### config.mk
export PLATFORM = sky130hd
export DESIGN_NAME = array_stack_with_insert_top
export DESIGN_NICKNAME = d
export VERILOG_FILES = /design/src/sv/asi_pkg.sv /design/src/sv/asi_ram.sv /design/src/sv/asi_datapath.sv /design/src/sv/asi_ctrl.sv /design/src/sv/array_stack_with_insert_top.sv
export SDC_FILE = /design/constraint.sdc
export NUM_CORES = 1
export LEC_CHECK = 0
export BUFFER_PORTS_ARGS = -buffer_cell sky130_fd_sc_hd__buf_2
export CAP_MARGIN = 20
export CORE_ASPECT_RATIO = 0.75
export CORE_UTILIZATION = 60
export CTS_CLUSTER_DIAMETER = 100
export DETAILED_ROUTE_END_ITERATION = 10
export GPL_TIMING_DRIVEN = 0
export MAX_ROUTING_LAYER = met4
export PLACE_DENSITY = 0.83
export SYNTH_ARGS = -nofsm -noshare
export SYNTH_HDL_FRONTEND = slang
export SYNTH_SLANG_ARGS = --single-unit
### constraint.sdc
create_clock -name clk -period 7.08 [get_ports clk]
set_input_delay 1.062 -clock clk [delete_from_list [all_inputs] [get_ports clk]]
set_output_delay 1.062 -clock clk [all_outputs]
set_load 0.05 [all_outputs]
### src/sv/asi_pkg.sv
`timescale 1ns / 1ps

package asi_pkg;

	// Field widths of the request and result items
	localparam int KIND_W    = 3;
	localparam int POS_W     = 5;
	localparam int VALUE_W   = 32;
	localparam int DATA_W    = 32;
	localparam int STATUS_W  = 2;
	localparam int COUNT_W   = 5;
	localparam int S_TDATA_W = 40;
	localparam int M_TDATA_W = 40;
	localparam int S_TUSER_W = 3;
	localparam int M_TUSER_W = 2;

	// Request kinds
	localparam logic [KIND_W-1:0] KIND_PUSH   = 3'd0;
	localparam logic [KIND_W-1:0] KIND_POP    = 3'd1;
	localparam logic [KIND_W-1:0] KIND_PEEK   = 3'd2;
	localparam logic [KIND_W-1:0] KIND_CHANGE = 3'd3;
	localparam logic [KIND_W-1:0] KIND_INSERT = 3'd4;

	// Result status codes
	localparam logic [STATUS_W-1:0] ST_OK     = 2'd0;
	localparam logic [STATUS_W-1:0] ST_FULL   = 2'd1;
	localparam logic [STATUS_W-1:0] ST_EMPTY  = 2'd2;
	localparam logic [STATUS_W-1:0] ST_BADPOS = 2'd3;

	// RAM read address sources
	typedef enum logic [1:0] {
		RA_BELOW_TOP,   // count - 1
		RA_POS,         // count - position
		RA_SHIFT        // shift index - 2
	} raddr_sel_t;

	// RAM write address sources
	typedef enum logic [1:0] {
		WA_TOP,         // count
		WA_POS,         // count - position
		WA_SHIFT,       // shift index
		WA_SLOT         // count + 1 - position
	} waddr_sel_t;

	// RAM write data sources
	typedef enum logic {
		WD_VALUE,
		WD_RAM
	} wdata_sel_t;

	// Commands from the controller to the datapath
	typedef struct packed {
		logic                load_req;
		logic                ram_we;
		waddr_sel_t          wa_sel;
		wdata_sel_t          wd_sel;
		raddr_sel_t          ra_sel;
		logic                cnt_inc;
		logic                cnt_dec;
		logic                idx_init;
		logic                idx_dec;
		logic                res_load;
		logic                res_from_ram;
		logic [STATUS_W-1:0] res_status;
	} cmd_t;

	// Status from the datapath to the controller
	typedef struct packed {
		logic [KIND_W-1:0] kind;
		logic              full;
		logic              empty;
		logic              pos_ok;
		logic              pos_one;
		logic              shift_last;
	} stat_t;

endpackage

### src/sv/asi_ram.sv
`timescale 1ns / 1ps

module asi_ram #(
	parameter int WIDTH = 32,
	parameter int DEPTH = 16
) (
	input  logic                     clk,
	input  logic                     we,
	input  logic [$clog2(DEPTH)-1:0] waddr,
	input  logic [WIDTH-1:0]         wdata,
	input  logic [$clog2(DEPTH)-1:0] raddr,
	output logic [WIDTH-1:0]         rdata
);

	logic [WIDTH-1:0] mem [DEPTH];
	logic [WIDTH-1:0] rdata_q;

	// Write one word, read one word with a registered output
	always_ff @(posedge clk) begin
		if (we) begin
			mem[waddr] <= wdata;
		end
		rdata_q <= mem[raddr];
	end

	assign rdata = rdata_q;

endmodule

### src/sv/asi_datapath.sv
`timescale 1ns / 1ps

module asi_datapath #(
	parameter int DEPTH = 16
) (
	input  logic                          clk,
	input  logic                          arst_n,
	input  asi_pkg::cmd_t                 cmd,
	output asi_pkg::stat_t                st,
	input  logic [asi_pkg::KIND_W-1:0]    kind,
	input  logic [asi_pkg::POS_W-1:0]     position,
	input  logic [asi_pkg::VALUE_W-1:0]   value,
	output logic [asi_pkg::DATA_W-1:0]    data,
	output logic [asi_pkg::STATUS_W-1:0]  status,
	output logic [asi_pkg::COUNT_W-1:0]   count
);

	import asi_pkg::*;

	localparam int AW   = $clog2(DEPTH);
	localparam int CW   = $clog2(DEPTH + 1);
	localparam int CMPW = (CW > POS_W) ? CW : POS_W;

	logic [KIND_W-1:0]   kind_q;
	logic [POS_W-1:0]    pos_q;
	logic [VALUE_W-1:0]  value_q;
	logic [CW-1:0]       count_q;
	logic [CW-1:0]       idx_q;
	logic [DATA_W-1:0]   data_q;
	logic [STATUS_W-1:0] status_q;

	logic [CMPW-1:0]     count_ext;
	logic [CMPW-1:0]     pos_ext;
	logic [CMPW-1:0]     idx_ext;
	logic [CMPW-1:0]     pos_diff;
	logic [CMPW-1:0]     slot;
	logic [CW-1:0]       count_m1;
	logic [CW-1:0]       idx_m2;
	logic [AW-1:0]       waddr;
	logic [AW-1:0]       raddr;
	logic [VALUE_W-1:0]  wdata;
	logic [VALUE_W-1:0]  rdata;

	// Hold the request fields for the whole operation
	always_ff @(posedge clk) begin
		if (cmd.load_req) begin
			kind_q  <= kind;
			pos_q   <= position;
			value_q <= value;
		end
	end

	// Track the fill level
	always_ff @(posedge clk or negedge arst_n) begin
		if (!arst_n) begin
			count_q <= '0;
		end else if (cmd.cnt_inc) begin
			count_q <= count_q + CW'(1);
		end else if (cmd.cnt_dec) begin
			count_q <= count_q - CW'(1);
		end
	end

	// Step the insert shift index down from the top
	always_ff @(posedge clk) begin
		if (cmd.idx_init) begin
			idx_q <= count_q;
		end else if (cmd.idx_dec) begin
			idx_q <= idx_q - CW'(1);
		end
	end

	// Address arithmetic
	assign count_ext = CMPW'(count_q);
	assign pos_ext   = CMPW'(pos_q);
	assign idx_ext   = CMPW'(idx_q);
	assign pos_diff  = count_ext - pos_ext;
	assign slot      = pos_diff + CMPW'(1);
	assign count_m1  = count_q - CW'(1);
	assign idx_m2    = idx_q - CW'(2);

	always_comb begin
		unique case (cmd.wa_sel)
			WA_TOP:   waddr = count_q[AW-1:0];
			WA_POS:   waddr = pos_diff[AW-1:0];
			WA_SHIFT: waddr = idx_q[AW-1:0];
			WA_SLOT:  waddr = slot[AW-1:0];
			default:  waddr = count_q[AW-1:0];
		endcase
	end

	always_comb begin
		unique case (cmd.ra_sel)
			RA_BELOW_TOP: raddr = count_m1[AW-1:0];
			RA_POS:       raddr = pos_diff[AW-1:0];
			RA_SHIFT:     raddr = idx_m2[AW-1:0];
			default:      raddr = count_m1[AW-1:0];
		endcase
	end

	assign wdata = (cmd.wd_sel == WD_RAM) ? rdata : value_q;

	asi_ram #(
		.WIDTH (VALUE_W),
		.DEPTH (DEPTH)
	) u_ram (
		.clk   (clk),
		.we    (cmd.ram_we),
		.waddr (waddr),
		.wdata (wdata),
		.raddr (raddr),
		.rdata (rdata)
	);

	// Capture the result word and status
	always_ff @(posedge clk) begin
		if (cmd.res_load) begin
			data_q   <= cmd.res_from_ram ? rdata : '0;
			status_q <= cmd.res_status;
		end
	end

	// Status toward the controller
	assign st.kind       = kind_q;
	assign st.full       = (count_q == CW'(DEPTH));
	assign st.empty      = (count_q == '0);
	assign st.pos_ok     = (pos_ext != '0) && (pos_ext <= count_ext);
	assign st.pos_one    = (pos_q == POS_W'(1));
	assign st.shift_last = (({1'b0, idx_ext} + {1'b0, pos_ext}) ==
		({1'b0, count_ext} + (CMPW + 1)'(2)));

	assign data   = data_q;
	assign status = status_q;
	assign count  = count_ext[COUNT_W-1:0];

	// Fill level stays within the stack
	a_count_range: assert property (@(posedge clk) disable iff (!arst_n)
		count_q <= CW'(DEPTH))
		else $error("fill level beyond depth");

	// Never remove from an empty stack
	a_dec_nonempty: assert property (@(posedge clk) disable iff (!arst_n)
		cmd.cnt_dec |-> (count_q != '0))
		else $error("decrement of an empty stack");

endmodule

### src/sv/asi_ctrl.sv
`timescale 1ns / 1ps

module asi_ctrl (
	input  logic           clk,
	input  logic           arst_n,
	input  logic           s_tvalid,
	output logic           s_tready,
	output logic           m_tvalid,
	input  logic           m_tready,
	input  asi_pkg::stat_t st,
	output asi_pkg::cmd_t  cmd
);

	import asi_pkg::*;

	typedef enum logic [2:0] {
		S_IDLE,
		S_DECIDE,
		S_RDWAIT,
		S_SHIFT,
		S_WRVAL
	} state_t;

	state_t state_q;
	state_t state_nx;
	logic   m_tvalid_q;

	// Take a request only when idle and the result register is free
	assign s_tready = (state_q == S_IDLE) && (!m_tvalid_q || m_tready);
	assign m_tvalid = m_tvalid_q;

	// Decode the request and sequence the datapath
	always_comb begin
		cmd          = '0;
		cmd.wa_sel   = WA_TOP;
		cmd.wd_sel   = WD_VALUE;
		cmd.ra_sel   = RA_BELOW_TOP;
		cmd.res_status = ST_OK;
		state_nx     = state_q;
		unique case (state_q)
			S_IDLE: begin
				if (s_tvalid && s_tready) begin
					cmd.load_req = 1'b1;
					state_nx     = S_DECIDE;
				end
			end
			S_DECIDE: begin
				state_nx = S_IDLE;
				unique case (st.kind)
					KIND_PUSH: begin
						cmd.res_load = 1'b1;
						if (st.full) begin
							cmd.res_status = ST_FULL;
						end else begin
							cmd.ram_we  = 1'b1;
							cmd.wa_sel  = WA_TOP;
							cmd.cnt_inc = 1'b1;
						end
					end
					KIND_POP: begin
						if (st.empty) begin
							cmd.res_load   = 1'b1;
							cmd.res_status = ST_EMPTY;
						end else begin
							cmd.ra_sel  = RA_BELOW_TOP;
							cmd.cnt_dec = 1'b1;
							state_nx    = S_RDWAIT;
						end
					end
					KIND_PEEK: begin
						if (!st.pos_ok) begin
							cmd.res_load   = 1'b1;
							cmd.res_status = ST_BADPOS;
						end else begin
							cmd.ra_sel = RA_POS;
							state_nx   = S_RDWAIT;
						end
					end
					KIND_CHANGE: begin
						cmd.res_load = 1'b1;
						if (!st.pos_ok) begin
							cmd.res_status = ST_BADPOS;
						end else begin
							cmd.ram_we = 1'b1;
							cmd.wa_sel = WA_POS;
						end
					end
					KIND_INSERT: begin
						if (!st.pos_ok) begin
							cmd.res_load   = 1'b1;
							cmd.res_status = ST_BADPOS;
						end else if (st.full) begin
							cmd.res_load   = 1'b1;
							cmd.res_status = ST_FULL;
						end else if (st.pos_one) begin
							cmd.res_load = 1'b1;
							cmd.ram_we   = 1'b1;
							cmd.wa_sel   = WA_TOP;
							cmd.cnt_inc  = 1'b1;
						end else begin
							cmd.ra_sel   = RA_BELOW_TOP;
							cmd.idx_init = 1'b1;
							state_nx     = S_SHIFT;
						end
					end
					default: begin
						cmd.res_load = 1'b1;
					end
				endcase
			end
			S_RDWAIT: begin
				cmd.res_load     = 1'b1;
				cmd.res_from_ram = 1'b1;
				state_nx         = S_IDLE;
			end
			S_SHIFT: begin
				// Move one word up per cycle while reading the next one down
				cmd.ram_we = 1'b1;
				cmd.wa_sel = WA_SHIFT;
				cmd.wd_sel = WD_RAM;
				if (st.shift_last) begin
					state_nx = S_WRVAL;
				end else begin
					cmd.ra_sel  = RA_SHIFT;
					cmd.idx_dec = 1'b1;
				end
			end
			S_WRVAL: begin
				cmd.ram_we   = 1'b1;
				cmd.wa_sel   = WA_SLOT;
				cmd.cnt_inc  = 1'b1;
				cmd.res_load = 1'b1;
				state_nx     = S_IDLE;
			end
			default: begin
				state_nx = S_IDLE;
			end
		endcase
	end

	// Hold state and the result valid flag
	always_ff @(posedge clk or negedge arst_n) begin
		if (!arst_n) begin
			state_q    <= S_IDLE;
			m_tvalid_q <= 1'b0;
		end else begin
			state_q <= state_nx;
			if (cmd.res_load) begin
				m_tvalid_q <= 1'b1;
			end else if (m_tready) begin
				m_tvalid_q <= 1'b0;
			end
		end
	end

	// No result is pending while a request is being worked on
	a_busy_no_result: assert property (@(posedge clk) disable iff (!arst_n)
		(state_q != S_IDLE) |-> !m_tvalid_q)
		else $error("result pending during an operation");

	// An insert shift only runs with room left in the stack
	a_shift_room: assert property (@(posedge clk) disable iff (!arst_n)
		(state_q == S_SHIFT) |-> !st.full)
		else $error("insert shift on a full stack");

	// An accepted request is decoded in the next cycle
	a_accept_decide: assert property (@(posedge clk) disable iff (!arst_n)
		(s_tvalid && s_tready) |=> (state_q == S_DECIDE))
		else $error("accepted request not decoded");

endmodule

### src/sv/array_stack_with_insert_top.sv
`timescale 1ns / 1ps

// LIFO stack of DEPTH signed 32-bit words held in a RAM with one write and
// one registered read port. Requests are push, pop, peek, change and insert
// at a 1-based position from the top; each gives one result with the data
// word, a status code and the fill level afterwards. Push, change, every
// rejected request and unused kinds are answered from the decode state;
// pop and peek wait in addition for the registered RAM read; an insert at
// position p greater than one first moves the entries above the insert
// point up one word per cycle through the RAM ports, then writes the value.
// One request is in work at a time; the next is taken once the block is
// back in idle and the previous result is taken or being taken.
// The stack contents are not cleared by reset; only the fill level is.
module array_stack_with_insert_top #(
	parameter int DEPTH = 16
) (
	input  logic                            clk,
	input  logic                            arst_n,
	input  logic                            s_tvalid,
	output logic                            s_tready,
	input  logic [asi_pkg::S_TDATA_W-1:0]   s_tdata,   // position[4:0], value[36:5]
	input  logic [asi_pkg::S_TUSER_W-1:0]   s_tuser,   // kind[2:0]
	output logic                            m_tvalid,
	input  logic                            m_tready,
	output logic [asi_pkg::M_TDATA_W-1:0]   m_tdata,   // data[31:0], count[36:32]
	output logic [asi_pkg::M_TUSER_W-1:0]   m_tuser    // status[1:0]
);

	import asi_pkg::*;

	cmd_t                cmd;
	stat_t               st;
	logic [DATA_W-1:0]   data;
	logic [STATUS_W-1:0] status;
	logic [COUNT_W-1:0]  count;

	asi_ctrl u_ctrl (
		.clk      (clk),
		.arst_n   (arst_n),
		.s_tvalid (s_tvalid),
		.s_tready (s_tready),
		.m_tvalid (m_tvalid),
		.m_tready (m_tready),
		.st       (st),
		.cmd      (cmd)
	);

	asi_datapath #(
		.DEPTH (DEPTH)
	) u_datapath (
		.clk      (clk),
		.arst_n   (arst_n),
		.cmd      (cmd),
		.st       (st),
		.kind     (s_tuser[KIND_W-1:0]),
		.position (s_tdata[POS_W-1:0]),
		.value    (s_tdata[POS_W +: VALUE_W]),
		.data     (data),
		.status   (status),
		.count    (count)
	);

	// Pack the result transfer
	assign m_tdata = {(M_TDATA_W - DATA_W - COUNT_W)'(0), count, data};
	assign m_tuser = status;

endmodule
[Word-level counts from Yosys, hierarchy flattened]
Memories as Yosys holds them, arrays and structs flattened. A register that Yosys moved wholly into a read port is not among the register bits.
Cells that the tools add are included.
Word-level totals
  bits in registers: 88
  latch bits: 0
  memory bits (writable): 512
  ROM bits: 0
  input bits: 47
  memories kept: 1
Operators by class
  add/subtract/negate cells: 8
  $mul: 0
  div/mod/pow operators: 0
  magnitude comparators: 1
  equal/unequal tests: 18
  shifts and indexed selects: 0
  multiplexer cells: 61
  bitwise operators: 0
  reductions and logical operators: 16
Memories
  u_datapath.u_ram.mem: words 16, bits a word 32, rd ports 1, clocked after Yosys merged registers in 1, write ports 1, line asi_ram.sv:15  | logic [WIDTH-1:0] mem [DEPTH];
Operator list (count)
  $pmux W3 S3: 4
  $mux W32: 1
  $mux W3: 10
  $mux W1: 25
  $mux W5: 4
  $mux W2: 8
  $pmux W4 S4: 1
  $eq A3 B2 Y1 const B: 4
  $sub A5 B1 Y5 const B: 2
  $pmux W2 S2: 2
  $pmux W2 S4: 1
  $pmux W4 S2: 1
  $add A5 B2 Y6 const B: 1
  $add A5 B5 Y6: 1
  $eq A2 B2 Y1 const B: 3
  $eq A3 B1 Y1 const B: 2
  $eq A3 B3 Y1 const B: 2
  $eq A6 B6 Y1: 1
  $logic_not A3 Y1: 2
  $pmux W1 S2: 3
  $reduce_bool A2 Y1: 3
  $add A5 B1 Y5 const B: 1
  $eq A5 B1 Y1 const B: 1
  $eq A5 B5 Y1 const B: 1
  15 further kinds: 20

[Logic depth before layout (Yosys ltp)]
  depth in word-level cells: 8
  depth in mapped cells: 19
  mapped depth without buffers: 15

[Cells and area by module]
A second synthesis with hierarchy kept.
Unflattened totals
  cells, all modules: 1210
  area total of the unflattened synthesis: 24514.8 um^2
Modules (own cells, without submodules)
  asi_ram: instances 1, cells each 838, area each 19835.3 um^2, seq. area each 16015.4 um^2
  asi_datapath: instances 1, cells each 310, area each 4226.6 um^2, seq. area each 2497.4 um^2
  asi_ctrl: instances 1, cells each 58, area each 426.7 um^2, seq. area each 100.1 um^2
  array_stack_with_insert_top: instances 1, cells each 4, area each 26.3 um^2, seq. area each 0.0 um^2

[Least setup slack after synthesis]
Ideal clock, no wire load.
  kind: register to register
  start: reg u_datapath.count_q[0] (netlist: u_datapath.count[0])
  end: mem u_datapath.u_ram.mem[12][0], enable pin
  setup time: 0.461 ns
  arrival time: 5.013 ns
  setup slack: 1.606 ns
  cell stages (with the launch flop): 11
  path buffers: 1
  period minus slack after synthesis: 5.474 ns
  path through: dfrtp_1 > clkbuf_1 > inv_1 > ha_1 > inv_1 > fa_1 > ha_1 > a22o_1 > a31oi_1 > o41ai_4 > nor3_1
On the way
  longest elaborated chain between the ends: 7
Ends and longest elaborated chain
  start: declaration: line asi_datapath.sv:27  | logic [CW-1:0] count_q;
  start signal: assignment: line asi_datapath.sv:58  | count_q <= count_q + CW'(1);
  start signal: assignment: line asi_datapath.sv:60  | count_q <= count_q - CW'(1);
  $le A5 B5 Y1 or $eq A5 B5 Y1 (tied branches): line asi_datapath.sv:127, asi_datapath.sv:125
  $logic_and A1 B1 Y1 or $mux W3 (tied branches): line asi_datapath.sv:127, asi_ctrl.sv:92
  $mux W3 (on tied branches): line asi_ctrl.sv:89, asi_ctrl.sv:81
  $pmux W3 S3: line asi_ctrl.sv:49  | unique case (st.kind)
  $pmux W3 S3: line asi_ctrl.sv:40  | unique case (state_q)
  $eq A2 B2 Y1 (tied with other cells): line asi_datapath.sv:83  | unique case (cmd.wa_sel)
  $pmux W4 S4 or $mux W1 (tied branches): line asi_datapath.sv:83, asi_ram.sv:21
  end: declaration: line asi_ram.sv:15
Parallel ways exist; a longest one is shown, timed or not.

[Worst setup path in the final report]
  start: reg u_datapath.count_q[2] (netlist: u_datapath.count[2])
  end: reg u_datapath.u_ram.rdata_q[27] (netlist: u_datapath.u_ram.rdata[27]), read port of u_datapath.u_ram.mem
On the way
  longest elaborated chain between the ends: 7
Ends and longest elaborated chain
  $le A5 B5 Y1: line asi_datapath.sv:127  | assign st.pos_ok = (pos_ext != '0) && (pos_ext <= count_ext);
  $logic_and A1 B1 Y1: line asi_datapath.sv:127
  $mux W1: line asi_ctrl.sv:71  | if (!st.pos_ok) begin
  $pmux W2 S2: line asi_ctrl.sv:49
  $pmux W2 S2: line asi_ctrl.sv:40
  $eq A2 B2 Y1 or $eq A2 B1 Y1 (tied branches): line asi_datapath.sv:93  | unique case (cmd.ra_sel)
  $pmux W4 S2 (*): line asi_datapath.sv:93
  end: declaration: line asi_ram.sv:16  | logic [WIDTH-1:0] rdata_q;
Every way passes the cells marked *; elsewhere a longest branch is shown, timed or not.
A chain may end at the register's enable or synchronous reset.

==> results.md <==
- Synth Warn #: 0
- Max IR drop VDD: 0.000300 V
- Required time worst endpoint: 7.53 ns
- Number of global-route vias before repair: 13,900
- Largest net degree at the start of global routing: 25
- Synth Register Bits: 632
- GRT Total Usage: 0.276
- NetSw: 0.00516 W
- Crit path launch type: flop
- Asr flop ratio synth: 0.0142
- Avg Cell Area, Syn: 18.2 um2
- Post-CTS setup buffers: 0
- Ant diodes: 0
- First-pass GRT wire length: roughly 86,000 um
- Max cap viols: 0
- Clk_lat worst skew: 0.59 ns
- Initial DRC Count: 1,459
- Area share of the largest cell type after synthesis: 0.684
- Reg2Reg Depth: 19
- PortBufs: 84
- Wire length per cell: 25.9 um
- Worst setup EP type: flop
- HPWL Detailed: between 30,000 and 40,000 um
- TritonCTS buffer count: 57
- Setup WS pre-CTS: around 1.5 ns
- Synthesis-to-finish area growth: 15.1%
- Final min period: 5.73 ns
- Drt total wl: 58,000 um
- Num ports: slightly above 90
- Share of total power in the clock network: 0.235
- RSZ-0062 raised after global routing: no
- Xor/xnor share of the synthesized area: 0.00641
- Hold crit path type: input pin to async pin
- Setup violators final: 0
- Synth Area in Simple Gates: 0.0289
- GP Congestion: 0.914
- DIE HEIGHT: 182 um
- FMAX: 174 MHz
- Share of layout cells above drive strength 1: 0.238
- Initial antenna violation count: 1
- Sw frac: 0.360
- Die ar.: 0.0441 mm2
- Max Slew Vio Count: 0
- Unique masters post-synth: 74
- Clk sink count: approximately 630
- Post-cts resize count: 0
- Row count: 65
- Crit Path Class: flop to flop
- Max FO, Critical Path: 10
- Worst-margin pin slew: 1.16 ns
- Initial Utilization: 0.613
- Final count of hold timing violations: 0
- Combinational group share of total power: 0.417
- Pwr per Cell Area: 480 mW/mm2
- Via-to-Cell Ratio: 6.17
- Global route total overflow: 0
- ANT nets after route: 0
- Synth Flop Type: edfxtp_1
- Post-layout util: 0.705
- Synth area leaders: edfxtp_1 68%, mux2i_1 15%, mux4_2 2.8%
- Largest family of logic cells by synthesized area: multiplexers
- Worst EP arrival: 6.19 ns
- Seq pwr share: 0.348
- Clk buf depth: 3
- DRT Pass-1 Iters: 5
- EDFF count, synth: 591
- Final #Nets: 1,700
- # H-tree levels: 2
- Adder-Cell Fraction of Synth Area: 0.0131
- CTS clock-pin slew for the worst setup and hold paths: around 0.07 ns
- Pint: 0.00918 W
- Post-layout worst setup margin: 1.35 ns
- Via count: around 14,000
- CTS tree: built
- Compound-Gate Fraction of Synth Area: 0.0241
- Max transition margin: 0.220
- Die X: 242 um
- Core area: 0.0424 mm2
- Status: finished clean
- Post-Syn Area: about 0.026 mm2
- Synthesized instance count: about 1,400
- P_leak: 11.2 nW
- Synth area leader: edfxtp_1
- Final Cycle Share: 0.810
- CTS Root Buffer Type: clkbuf_16
- Clock skew: 0.0148 ns
- Hold Buf Count CTS: 0
- DRC errors left: 0
- Multiplexer area fraction after synthesis: 0.191
- Register area share after synthesis: 0.717
-- critical path, cell delays in order (launching register included) --
cell and delay (ns):
dfrtp_1 0.41, clkbuf_1 0.40, inv_1 0.22, ha_1 0.40, and3_1 0.23, o21ai_1 0.18
a32o_1 0.37, o21ai_0 0.14, or4_1 0.62, inv_1 0.10, ha_1 0.22, clkbuf_1 0.18
a221oi_1 0.25, a21o_1 0.16, clkbuf_1 0.18, buf_4 0.29, buf_4 0.30, mux2i_1 0.26
mux2i_1 0.13, mux4_2 0.52
-- cell type report --
type / count / area [um2]
sequential: 632 / 18600
tap: 569 / 712
clock buffer: 74 / 1610
clock inverter: 33 / 477
buffer: 69 / 420
inverter: 25 / 93.8
timing repair buffer: 138 / 1030
multi-input combinational: 704 / 6930
fill: 2548 / 12500
-- cell usage after synthesis, drive strengths merged (2+ instances only) --
| cell type | count |
|---|---|
| a21boi | 3 |
| a21o | 8 |
| a21oi | 20 |
| a221oi | 7 |
| a22oi | 3 |
| a2bb2oi | 3 |
| a31oi | 2 |
| a32oi | 2 |
| and2 | 35 |
| and3 | 3 |
| and3b | 2 |
| buf | 61 |
| clkbuf | 8 |
| dfrtp | 9 |
| dfxtp | 32 |
| edfxtp | 591 |
| fa | 2 |
| ha | 24 |
| inv | 25 |
| mux2 | 33 |
| mux2i | 385 |
| mux4 | 32 |
| nand2 | 13 |
| nand2b | 2 |
| nand3 | 8 |
| nor2 | 20 |
| nor2b | 4 |
| nor3 | 22 |
| nor4 | 4 |
| o211a | 2 |
| o21ai | 15 |
| o31ai | 2 |
| or4 | 4 |
| xnor2 | 12 |
| xor2 | 7 |
-- final timing paths --
check	startpoint	end	slack, ns
worst max-delay path	u_datapath.count[2]$_DFFE_PN0P_	u_datapath.u_ram.rdata[27]$_DFF_P_	1.35
worst min-delay path	arst_n	u_datapath.count[1]$_DFFE_PN0P_	0.32
worst max register to register	u_datapath.count[2]$_DFFE_PN0P_	u_datapath.u_ram.rdata[27]$_DFF_P_	1.35
worst min register to register	u_datapath.u_ram.rdata[13]$_DFF_P_	u_datapath.data[13]$_SDFFCE_PP0P_	0.53
max in group asynchronous	arst_n	u_ctrl.state_q[1]$_DFFE_PN0P_	6.56
min in group clk	u_datapath.u_ram.rdata[13]$_DFF_P_	u_datapath.data[13]$_SDFFCE_PP0P_	0.53
-- routing by layer --
metal / track usage / routed length (um) / vias up
li1: - / - / 6003
met1: 0.383 / 24000 / 7015
met2: 0.432 / 27400 / 707
met3: 0.0403 / 5190 / 120
met4: 0.0754 / 1410 / 0
met5: - / 0 / -
-- placed cells by master (no fill, tap or decap), types with 3 or more instances in the layout --
| cell type | count |
|---|---|
| buf_4 | 36 |
| bufinv_16 | 11 |
| a21boi_0 | 3 |
| nand2_1 | 13 |
| inv_6 | 6 |
| dfxtp_1 | 32 |
| buf_6 | 43 |
| or4_1 | 3 |
| a21o_1 | 8 |
| edfxtp_1 | 591 |
| a21oi_1 | 20 |
| nor2b_1 | 4 |
| nor3_1 | 3 |
| buf_2 | 112 |
| clkbuf_8 | 8 |
| mux2i_1 | 385 |
| dfrtp_1 | 9 |
| mux4_2 | 32 |
| clkbuf_1 | 15 |
| xor2_1 | 7 |
| clkbuf_16 | 59 |
| and3_1 | 3 |
| nand3_1 | 8 |
| xnor2_1 | 12 |
| ha_1 | 24 |
| o21ai_0 | 12 |
| clkinvlp_4 | 5 |
| and2_1 | 34 |
| a22oi_1 | 3 |
| buf_8 | 4 |
| a221oi_1 | 6 |
| nor3_2 | 19 |
| clkinv_2 | 8 |
| nor2_1 | 17 |
| inv_1 | 25 |
| conb_1 | 3 |
| mux2_2 | 33 |
-- flip-flops by register name (all words and copies together) (netlist names) --
| signal | cells |
|---|---|
| u_datapath.data | 32 |
| u_datapath.kind_q | 3 |
| u_datapath.value_q | 32 |
| u_datapath.status | 2 |
| u_datapath.u_ram.rdata | 32 |
| u_ctrl.state_q | 3 |
| u_datapath.count | 5 |
| u_ctrl.m_tvalid | 1 |
| u_datapath.u_ram.mem | 512 |
| u_datapath.pos_ext | 5 |
| u_datapath.idx_ext | 5 |
-- cell families after synthesis --
logic type               after synthesis
AND/OR/NAND/NOR                      124
buffers and inverters                 94
AO/OA/AOI/OAI                         82
other                                  1
XOR/XNOR                              19
multiplexers                         450
adder cells (fa/ha/maj)               26
flip-flops                           632
-- power groups by stage --
stage               Sequential [W]  Clock, W  Combinational [W]
finish                     0.00499   0.00337            0.00598
global route               0.00502   0.00356            0.00626
CTS                        0.00499   0.00341            0.00596
detailed placement         0.00506         0            0.00592
global placement           0.00508         0            0.00568
floorplan                  0.00542         0            0.00386
-- per-stage QoR --
stage	total power (W)	hold slack (ns)	std cells	TNS [ns]	cell area (um2)
3_5_place_dp	0.0110	0.517	2136	0	27800
3_3_place_gp	0.0108	0.511	2083	-451.22	27100
5_1_grt	0.0148	0.323	2244	0	29900
4_1_cts	0.0144	0.310	2243	0	29900
2_1_floorplan	0.00928	0.500	1430	0	26000
6_report	0.0143	0.318	2244	0	29900
Power figures use the tool's default switching activity.
